[src/rtl/sld_pkg.sv]
package sld_pkg;

	localparam int NUM_STAGES = 8;

	// Q16.16 and Q2.30 constants
	localparam logic [16:0] Q_ONE      = 17'd65536;
	localparam logic [47:0] EXP_LIMIT  = 48'd786432;
	localparam logic [63:0] LOG2E_Q30  = 64'd1549082005;
	localparam logic [63:0] LN2_Q30    = 64'd744261118;
	localparam logic [63:0] Q30_ONE    = 64'd1073741824;

	// reference rules
	localparam logic [1:0] RULE_SIDE = 2'd0;
	localparam logic [1:0] RULE_ZERO = 2'd1;
	localparam logic [1:0] RULE_OWN  = 2'd2;

	// register indexes
	localparam logic [2:0] REG_GAIN_A     = 3'd0;
	localparam logic [2:0] REG_RATE_B     = 3'd1;
	localparam logic [2:0] REG_BOX_X_LOW  = 3'd2;
	localparam logic [2:0] REG_BOX_X_HIGH = 3'd3;
	localparam logic [2:0] REG_BOX_Y_LOW  = 3'd4;
	localparam logic [2:0] REG_BOX_Y_HIGH = 3'd5;
	localparam logic [2:0] REG_BOX_Z_LOW  = 3'd6;
	localparam logic [2:0] REG_BOX_Z_HIGH = 3'd7;

	// one load enable per pipeline stage, bit k loads stage k
	typedef logic [NUM_STAGES:1] stage_en_t;

	// 2^(i/depth) in Q2.30 from a truncated Taylor series of exp(z), z in Q30
	function automatic logic [31:0] exp_taylor(input logic [63:0] z);
		logic [63:0] term;
		logic [63:0] sum;
		term = Q30_ONE;
		sum  = Q30_ONE;
		for (int n = 1; n <= 24; n++) begin
			if (term != 64'd0) begin
				term = ((term * z) >> 30) / 64'(n);
				sum  = sum + term;
			end
		end
		return sum[31:0];
	endfunction

endpackage

[src/rtl/sld_dist.sv]
// Distance past the near bound for one axis, then exponent x = (B*d) >> 16.
module sld_dist (
	input  logic                clk,
	input  sld_pkg::stage_en_t  en,
	input  logic signed [31:0]  pos,
	input  logic signed [31:0]  lo,
	input  logic signed [31:0]  hi,
	input  logic signed [31:0]  ref_lo,
	input  logic signed [31:0]  ref_hi,
	input  logic        [31:0]  rate_b,
	output logic                outside,
	output logic        [47:0]  x,
	output logic signed [31:0]  side_ref
);

	logic               below;
	logic signed [32:0] dd_full;
	logic               out_s1;
	logic        [31:0] dd_s1;
	logic signed [31:0] ref_s1;
	logic        [63:0] prod;
	logic               out_s2;
	logic        [47:0] x_s2;
	logic signed [31:0] ref_s2;

	// classify position against the box and take the absolute distance
	always_comb begin
		below   = pos < lo;
		dd_full = below ? (33'(lo) - 33'(pos)) : (33'(pos) - 33'(hi));
		if (dd_full < 0)
			dd_full = -dd_full;
	end

	always_ff @(posedge clk) begin
		if (en[1]) begin
			out_s1 <= !(pos > lo && pos < hi);
			dd_s1  <= dd_full[31:0];
			ref_s1 <= below ? ref_lo : ref_hi;
		end
	end

	// scale distance by rate
	assign prod = 64'(rate_b) * 64'(dd_s1);

	always_ff @(posedge clk) begin
		if (en[2]) begin
			out_s2 <= out_s1;
			x_s2   <= prod[63:16];
			ref_s2 <= ref_s1;
		end
	end

	assign outside  = out_s2;
	assign x        = x_s2;
	assign side_ref = ref_s2;

endmodule

[config.mk]
export PLATFORM = sky130hd
export DESIGN_NAME = sld_dist
export DESIGN_NICKNAME = d
export VERILOG_FILES = /design/src/rtl/sld_pkg.sv /design/src/rtl/sld_dist.sv
export SDC_FILE = /design/constraint.sdc
export NUM_CORES = 2
export LEC_CHECK = 0
export ABC_CLOCK_PERIOD_IN_PS = 9300
export BUFFER_PORTS_ARGS = -buffer_cell sky130_fd_sc_hd__clkbuf_2
export CAP_MARGIN = 20
export CORE_UTILIZATION = 50
export CTS_BUF_LIST = sky130_fd_sc_hd__clkbuf_8
export DETAILED_ROUTE_END_ITERATION = 12
export GPL_TIMING_DRIVEN = 1
export PLACE_DENSITY_LB_ADDON = 0.3
export SETUP_SLACK_MARGIN = 0.05
export SLEW_MARGIN = 30
export SYNTH_ARGS = -nofsm -noshare
export SYNTH_HDL_FRONTEND = slang
export SYNTH_SLANG_ARGS = --single-unit
[constraint.sdc]
create_clock -name clk -period 9.3 [get_ports clk]
set_clock_uncertainty 0.05 [all_clocks]
set_input_delay 0.93 -clock clk [delete_from_list [all_inputs] [get_ports clk]]
set_output_delay 0.93 -clock clk [all_outputs]
set_load 0.005 [all_outputs]
==> flow_summary_export.csv <==
group,metric,value,unit
global_route,grt_pass1_vias,34694,
setup_path,path_cells,"buf_4, and2_1, fa_1, fa_1, inv_1, fa_1, fa_1, inv_1, fa_1, fa_1, fa_1, fa_1, ha_1, a21oi_1, o21bai_1, a21oi_1, o21ai_0, a21oi_1, o21ai_0, a31oi_1, o21ai_0, a21oi_1, o21ai_0, xor2_1",
setup_path,crit_arrival,8.83,ns
cts,tritoncts,"yes",
cts,clock_tree.htree_level_count,4,
synth,syn-num-nets,6105,
status,run_status,"complete, no violations",
timing,finalCritPeriodShare,92.2,%
placement,buffer_ports.inserted,275,
layout,drive_above_1_share,9.26,%
min_path,min-delay-start,"ref_s1[2]",
synth,synth_enable_flop_cells,146,
placement,globalplace.congestion,0.934,
setup_path,cp_max_fo,19,
synth,mappedNetlistArea,43000,um^2
synth,syn_avg_cell_area,9.18,um^2
routing,route.vias.total,32505,
synth,async_flop_share,0,%
global_route,largest_net_degree_at_the_start_of_global_routing,60,
floorplan,ios,282,
cts,cts_root_buffer,"sky130_fd_sc_hd__clkbuf_8",
setup_path,timing.critical_path.slowest_stage_cell,"sky130_fd_sc_hd__edfxtp_1",
routing,drt-initial-drc-count,2076,
synth,synth_top_flop_cell,"sky130_fd_sc_hd__edfxtp_1",
cts,cts_inserted_buffers,17,
setup_path,worstPathBufferInverterCount,3,
floorplan,die_area,87100,um^2
timing,finalCriticalPeriod,8.57,ns
global_route,track_usage,28.1,%
synth,seq_area_frac_synth,10.2,%
floorplan,chipWidth,295,um
floorplan,dieHeight,295,um
cts,cts.sink_count,146,
layout,mostFrequentLayoutCells,"sky130_fd_sc_hd__inv_1, sky130_fd_sc_hd__fa_1, sky130_fd_sc_hd__and2_1, sky130_fd_sc_hd__nand2_1, sky130_fd_sc_hd__ha_1",
routing,drtAntennaViolNets,0,
synth,yosys_register_bits,146,
global_route,grt_overflow_total,0,
setup_path,cp-startpoint,"dd_s1[11]",
timing,setup_repair_after_global_routing_missed_its_margin,"no",
setup_path,reg2reg_from,"dd_s1[11]",
cts,cts-hold-fix-buffers,0,
timing,final-setup-viol-count,0,
floorplan,core,85100,um^2
routing,pre_repair_dr_iteration_count,5,
cts,clk_pin_slew,0.11,ns
routing,route.detailed.vias_per_inst,5.40,
cts,cts-root-to-sink-buffers,2,
flow_run,number_of_maximum_capacitance_violations,0,
layout,finalNetCount,6279,
layout,layout.cells.most_common,"sky130_fd_sc_hd__inv_1",
synth,synth_cell_types,77,
timing,timing.slew.headroom,31.5,%
cts,post_cts_setup_buffers,0,
timing,timing_hold_violations_final,0,
layout,layout.cells.non_filler,6015,
setup_path,crit_top_cell,"sky130_fd_sc_hd__fa_1",
min_path,worstHoldPathType,"reg2reg",
global_route,antenna_found_initial,3,
cts,post_cts_resized,0,
placement,placedCellCount,5976,
setup_path,cpPeakStageDelay,1.03,ns
routing,routed_wirelength,117000,um
global_route,grt_first_pass_wirelength,188000,um
synth,ys_warn_count,0,
setup_path,element_type_at_the_critical_path_start,"register",
routing,drt_drc_violations_left,0,
timing,max_slew.worst_pin.slew,1.03,ns
floorplan,initial_utilization,50.5,%
cts,worstSkewPairLatency,0.56,ns
timing,fmax,117,MHz
setup_path,crit_family,"adder cells",
setup_path,critical_path_required,9.56,ns
synth,syn-instance-count,4681,
setup_path,worstSetupEndpointType,"register",
layout,area_delta_synth_final,8.09,%
placement,dp_hpwl,97400,um
timing,maxSlewViolCount,0,
timing,setup_tns,0,ns
setup_path,start_to_end_type_of_the_worst_setup_path,"reg2reg",
floorplan,row_count,107,
routing,route.detailed.wl_per_inst,19.4,um
[layer usage]
layer,global-route usage [%],up-vias,part of all wire (%)
met1,34.9,16517,40
met2,49.4,1076,50
met5,0,-,0
met4,10.8,0,3.8
li1,-,14646,-
met3,4.01,266,5.7
[state kept, by name, indices dropped and copies added (netlist names)]
name	cells
side_ref	32
x	48
out_s1	1
outside	1
ref_s1	32
dd_s1	32
[cells by family (layout without fill, tap and decap cells)]
logic type / Yosys count / in the layout / synth area share (%)
other cells: 0 / 3 / 0
mux: 17 / 17 / 0.402
xor+xnor: 128 / 128 / 2.61
buf+inv: 1191 / 1378 / 10.4
flops: 146 / 146 / 10.2
fa+ha+maj: 1223 / 1223 / 51.3
simple gates: 1508 / 1508 / 17.9
compound gates: 468 / 468 / 7.20
[cell usage after synthesis (all sizes together), types with 28 or more instances]
library cell  instances  area (um^2)
xor2                 54          473
nor3                 28          140
fa                  897        18000
a21oi               128          641
and2                618         3870
nand2               619         2320
edfxtp              146         4380
clkbuf              232          872
o21ai                77          385
inv                 948         3560
ha                  326         4080
nand3                35          175
xnor2                74          648
a21o                 76          571
nor2                 79          297
[stage by stage]
| step | cell area (um^2) | worst slack, ns | hold slack [ns] | utilization [%] |
|---|---|---|---|---|
| after floorplan | 43000 | 1.32 | 0.350 | - |
| after global placement | 45800 | 0.381 | 0.350 | 53.8 |
| after global routing | 46500 | 0.313 | 0.380 | 54.6 |
| after CTS | 46400 | 0.677 | 0.375 | 54.5 |
| after detailed placement | 46000 | 0.327 | 0.355 | 54.0 |
| final | 46500 | 0.729 | 0.375 | 54.6 |
[worst paths after layout]
path,endpoint,slack (ns),cells past startpoint
min,side_ref[2],0.38,0
max reg2reg,x[42],0.73,24
min reg2reg,side_ref[2],0.38,0
max,x[42],0.73,24
[worst register-to-register path: cells and delay by family, from the launching register on]
family / cells / cell delay (ns)
compound gates: 10 / 2.33
buf+inv: 3 / 0.53
simple gates: 1 / 0.18
fa+ha+maj: 9 / 4.04
flops: 1 / 1.03
xor+xnor: 1 / 0.17
[area by class of cell]
class                           instances  area [um^2]
Tap cell                             1144         1430
Multi-Input combinational cell       3344        34100
Timing Repair Buffer                  398         2510
Fill cell                            7803        38700
Clock buffer                           17          234
Antenna cell                            3         7.51
Sequential cell                       146         4380
Inverter                              948         3560
Clock inverter                         15          210
Power is not shown: default switching activity piles up to over one toggle a cycle in this logic, so the estimate is an artifact.
