File: src/rtl/sld_pkg.sv
package sld_pkg;

	localparam int NUM_STAGES = 8;

	// Q16.16 and Q2.30 constants
	localparam logic [16:0] Q_ONE      = 17'd65536;
	localparam logic [47:0] EXP_LIMIT  = 48'd786432;
	localparam logic [63:0] LOG2E_Q30  = 64'd1549082005;
	localparam logic [63:0] LN2_Q30    = 64'd744261118;
	localparam logic [63:0] Q30_ONE    = 64'd1073741824;

	// reference rules
	localparam logic [1:0] RULE_SIDE = 2'd0;
	localparam logic [1:0] RULE_ZERO = 2'd1;
	localparam logic [1:0] RULE_OWN  = 2'd2;

	// register indexes
	localparam logic [2:0] REG_GAIN_A     = 3'd0;
	localparam logic [2:0] REG_RATE_B     = 3'd1;
	localparam logic [2:0] REG_BOX_X_LOW  = 3'd2;
	localparam logic [2:0] REG_BOX_X_HIGH = 3'd3;
	localparam logic [2:0] REG_BOX_Y_LOW  = 3'd4;
	localparam logic [2:0] REG_BOX_Y_HIGH = 3'd5;
	localparam logic [2:0] REG_BOX_Z_LOW  = 3'd6;
	localparam logic [2:0] REG_BOX_Z_HIGH = 3'd7;

	// one load enable per pipeline stage, bit k loads stage k
	typedef logic [NUM_STAGES:1] stage_en_t;

	// 2^(i/depth) in Q2.30 from a truncated Taylor series of exp(z), z in Q30
	function automatic logic [31:0] exp_taylor(input logic [63:0] z);
		logic [63:0] term;
		logic [63:0] sum;
		term = Q30_ONE;
		sum  = Q30_ONE;
		for (int n = 1; n <= 24; n++) begin
			if (term != 64'd0) begin
				term = ((term * z) >> 30) / 64'(n);
				sum  = sum + term;
			end
		end
		return sum[31:0];
	endfunction

endpackage

File: src/rtl/sld_incr.sv
// Largest sigma, reference rule, and the scaled, saturated increment.
module sld_incr (
	input  logic                clk,
	input  sld_pkg::stage_en_t  en,
	input  logic        [16:0]  sigma_x,
	input  logic        [16:0]  sigma_y,
	input  logic        [16:0]  sigma_z,
	input  logic                any_out,
	input  logic signed [31:0]  cell_value,
	input  logic signed [31:0]  side_ref,
	input  logic        [1:0]   ref_rule,
	input  logic        [30:0]  inv_time_step,
	output logic signed [31:0]  source_increment
);

	logic        [16:0] smax;
	logic signed [31:0] ref_val;
	logic signed [32:0] diff;
	logic        [32:0] mag;
	logic        [16:0] smax_s6;
	logic        [32:0] mag_s6;
	logic               pos_s6;
	logic               any_s6;
	logic        [30:0] dt_s6;
	logic        [49:0] p1prod;
	logic        [32:0] p1_s7;
	logic               pos_s7;
	logic               any_s7;
	logic        [30:0] dt_s7;
	logic        [63:0] p2prod;
	logic        [31:0] res_next;
	logic signed [31:0] res_s8;

	// pick the largest sigma and the reference, form the difference
	always_comb begin
		smax = sigma_x;
		if (sigma_y > smax)
			smax = sigma_y;
		if (sigma_z > smax)
			smax = sigma_z;
		case (ref_rule)
			sld_pkg::RULE_ZERO: ref_val = 32'sd0;
			sld_pkg::RULE_OWN:  ref_val = cell_value;
			default:            ref_val = side_ref;
		endcase
		diff = 33'(cell_value) - 33'(ref_val);
		mag  = (diff < 0) ? 33'(-diff) : 33'(diff);
	end

	always_ff @(posedge clk) begin
		if (en[6]) begin
			smax_s6 <= smax;
			mag_s6  <= mag;
			pos_s6  <= diff > 0;
			any_s6  <= any_out;
			dt_s6   <= inv_time_step;
		end
	end

	// damp the difference
	assign p1prod = 50'(smax_s6) * 50'(mag_s6);

	always_ff @(posedge clk) begin
		if (en[7]) begin
			p1_s7  <= p1prod[48:16];
			pos_s7 <= pos_s6;
			any_s7 <= any_s6;
			dt_s7  <= dt_s6;
		end
	end

	// scale by the inverse time step and saturate with the opposite sign
	always_comb begin
		p2prod = 64'(p1_s7) * 64'(dt_s7);
		if (!any_s7)
			res_next = 32'd0;
		else if (pos_s7) begin
			if (p2prod[63:16] > 48'h8000_0000)
				res_next = 32'h8000_0000;
			else
				res_next = 32'd0 - p2prod[47:16];
		end else begin
			if (p2prod[63:16] > 48'h7FFF_FFFF)
				res_next = 32'h7FFF_FFFF;
			else
				res_next = p2prod[47:16];
		end
	end

	always_ff @(posedge clk) begin
		if (en[8])
			res_s8 <= res_next;
	end

	assign source_increment = res_s8;

endmodule
File: config.mk
export PLATFORM = sky130hd
export DESIGN_NAME = sld_incr
export DESIGN_NICKNAME = d
export VERILOG_FILES = /design/src/rtl/sld_pkg.sv /design/src/rtl/sld_incr.sv
export SDC_FILE = /design/constraint.sdc
export NUM_CORES = 2
export LEC_CHECK = 0
export ABC_CLOCK_PERIOD_IN_PS = 9600
export BUFFER_PORTS_ARGS = -buffer_cell sky130_fd_sc_hd__buf_2
export CORE_AREA = 2 2 394 396
export DETAILED_ROUTE_END_ITERATION = 16
export DIE_AREA = 0 0 396 398
export PLACE_DENSITY = 0.53
export SYNTH_ARGS = -nofsm -noshare
export SYNTH_HDL_FRONTEND = slang
export SYNTH_SLANG_ARGS = --single-unit
export TNS_END_PERCENT = 20
File: constraint.sdc
create_clock -name clk -period 9.6 [get_ports clk]
set_input_delay 1.92 -clock clk [delete_from_list [all_inputs] [get_ports clk]]
set_output_delay 1.92 -clock clk [all_outputs]
set_load 0.01 [all_outputs]
==> results.tsv <==
stage	metric	value	unit
grt	initial antenna violation count	3	
logic_synthesis	distinct cell type count after synthesis	86	
timing	setup_tns	0	ps
placement	dpl cells	8916	
worst_hold_path	worst hold start	dt_s6[24]	
grt	first-pass GRT wire length	274400	um
setup_path	CP endpoint kind	flop	
floorplanning	area of the core	0.1533	mm^2
floorplanning	die height	398	um
job	max cap viols	0	
timing	Worst Tran Pin Value	1068	ps
logic_synthesis	post-synthesis sequential area ratio	8.912	%
run_status	status	finished, final reports clean	
logic_synthesis	Gate Count Post-Synth	6721	
route	vias per cell	5.101	
setup_path	worst r2r src	p1_s7[12]	
setup_path	FF-to-FF setup slack	300	ps
cts	Num CTS Buffers	17	
cts	later-pin clock latency in the skew report	560	ps
setup_path	WP data arrival	9620	ps
floorplanning	row cnt	144	
logic_synthesis	Synth Cell Area	0.06099	mm^2
route	drt total wl	168000	um
cts	# H-tree levels	4	
setup_path	Worst EP required	9910	ps
logic_synthesis	dominant cell type by area after synthesis	fa_1	
route	drt pass-1 iters	5	
setup_path	Worst R2R End	source_increment[16]	
route	Starting DRT DRC Count	2116	
timing	Rel. slew slack	28.30	%
logic_synthesis	Synth top area share	44.51	%
cts	CTS hold repair buffers	0	
layout	ratio of cells with drive above 1 in the final layout	8.701	%
timing	Final Hold Fails	0	
timing	RSZ-0062 raised after global routing	no	
timing	Setup Skew	24.47	ps
logic_synthesis	top cells by count, synth	inv_1 (1,378), fa_1 (1,356), nand2_1 (1,096)	
route	antenna viol nets, final	0	
grt	gr usage total	22.15	%
cts	CTS Buffer Depth	2	
floorplanning	I/O pin count	190	
floorplanning	Chip Width	396	um
logic_synthesis	Syn. warnings	0	
logic_synthesis	most common cell in the netlist	inv_1	
layout	final core utilization	43.71	%
grt	vias in the first global route	50079	
floorplanning	initial core utilization	39.78	%
logic_synthesis	ys async rst share	0	%
placement	DPL Wire Length	137700	um
setup_path	CP Max Fanout	33	
cts	CTS tree	done	
placement	Setup WS pre-CTS	58.16	ps
cts	Worst-path clk slew	90	ps
logic_synthesis	Area contributors post-synth	fa_1 (45%), ha_1 (9.1%), edfxtp_1 (8.9%)	
cts	clk sink count	181	
setup_path	Worst Setup Start Kind	flop	
route	DR WL/cell	18.74	um
placement	Port Buffers	184	
logic_synthesis	Synth Register Bits	181	
worst_hold_path	Hold EP	dt_s7[24]	
logic_synthesis	EDFF count, synth	181	
floorplanning	full die area	0.1576	mm^2
layout	Layout area overhead	9.880	%
timing	Slew Limit Fails	0	
timing	PnR worst setup slack	295.8	ps
worst_hold_path	hold path cells	0	
timing	Final min period	9304	ps
grt	largest net degree at the start of global routing	65	
grt	total grt overflow	0	
layout	filler cell count	15189	
logic_synthesis	Top FF cell, synth	edfxtp_1	
route	Vias	45728	
worst_hold_path	Hold WC Path Type	reg -> reg	
logic_synthesis	Mean Syn Cell Area	9.075	um^2
timing	Fmax	0.1075	GHz
setup_path	Worst Path Class, Setup	reg -> reg	
layout	Final #Nets	8863	
timing	final worst path period share	96.92	%
setup_path	FF-to-FF path depth	27	
route	drt drc	0	
cts	root buf cell	clkbuf_16	
logic_synthesis	syn_nets	8678	
timing	# setup viols final	0	
placement	Final Wtd Congestion	0.9211	
layout	Non-Filler Instances	8964	
worst max-delay path: stages (launching register included):
cell,delay [ps]
edfxtp_1,510
buf_12,220
and2_1,200
fa_1,530
inv_1,50
fa_1,540
inv_1,60
fa_1,480
fa_1,530
fa_1,580
fa_1,470
fa_1,540
fa_1,440
ha_1,420
and4_1,280
nand2_1,100
a2111o_1,470
a211oi_2,260
buf_4,160
o21ai_1,50
o31a_1,120
a2111o_1,290
or4_1,530
or4_1,540
buf_12,190
nor3_1,190
a211oi_1,90
buf_4,170
cell families after synthesis:
group / after synthesis / share of synthesized area (%)
adder cells (fa/ha/maj): 1799 / 53.60
multiplexers: 32 / 0.5313
AND/OR/NAND/NOR: 2245 / 17.88
buffers and inverters: 1733 / 10.71
flip-flops: 181 / 8.912
XOR/XNOR: 120 / 1.723
AO/OA/AOI/OAI: 611 / 6.641
stage by stage:
step / hold WS [ps] / cell area [um^2]
floorplan: 400.3 / 60990
global placement: 403.3 / 66120
detailed placement: 404.5 / 66120
CTS: 413.9 / 66750
global route: 429.8 / 67010
finish: 411.5 / 67020
area by class of cell:
type	count	area (um^2)	area share, %
multi-input combinational	4807	49120	73.30
sequential	181	5435	8.110
inverter	1379	5176	7.724
timing repair buffer	520	4094	6.109
tap	2044	2557	3.816
clock buffer	17	425.4	0.6348
clock inverter	15	200.2	0.2987
antenna	1	2.502	0.003734
sequential cells by signal, indices dropped and copies added (netlist names):
name	cells
pos_s6	1
p1_s7	33
dt_s6	31
pos_s7	1
any_s6	1
any_s7	1
mag_s6	33
source_increment	32
smax_s6	17
dt_s7	31
layout by cell type (no fill, tap or decap), drive strengths merged, types with 17 or more instances in the layout:
master and instances:
nand4 40, nand2 1096, a31oi 28, a211oi 35, ha 443, fa 1356, nor2 157, xor2 40
nand4b 18, buf 520, and2 659, o21ai 119, or3 18, edfxtp 181, a21o 64, mux2i 29
xnor2 80, o21a 47, nor2b 19, a21oi 163, and3 47, nand3 73, a21boi 30, clkbuf 17
inv 1387, nor3 46
timing repair:
| action | in CTS | in global routing |
|---|---|---|
| endpoints found under the setup margin | 1 | 32 |
| pin swaps | 0 | 2 |
| buffers inserted | 0 | 15 |
| resized for setup | 1 | 21 |
worst max path at each step:
stage	startpoint	to	slack, ps	cells after the start
global placement	dt_s7[5]	source_increment[29]	80	30
finish	p1_s7[12]	source_increment[16]	300	27
global route	dt_s7[4]	source_increment[20]	6	30
floorplan	dt_s7[7]	source_increment[25]	990	30
CTS	dt_s7[5]	source_increment[17]	50	28
detailed placement	dt_s7[5]	source_increment[29]	60	28
layer usage:
metal / part of all wire, % / vias up / global-route usage, %
met3: 4.1 / 272 / 2.594
met5: 0 / - / 0
met4: 2.7 / 0 / 6.192
li1: - / 20795 / -
met2: 51 / 1043 / 40.07
met1: 42 / 23618 / 27.79
Power is not shown: default switching activity piles up to over one toggle a cycle in this logic, so the estimate is an artifact.
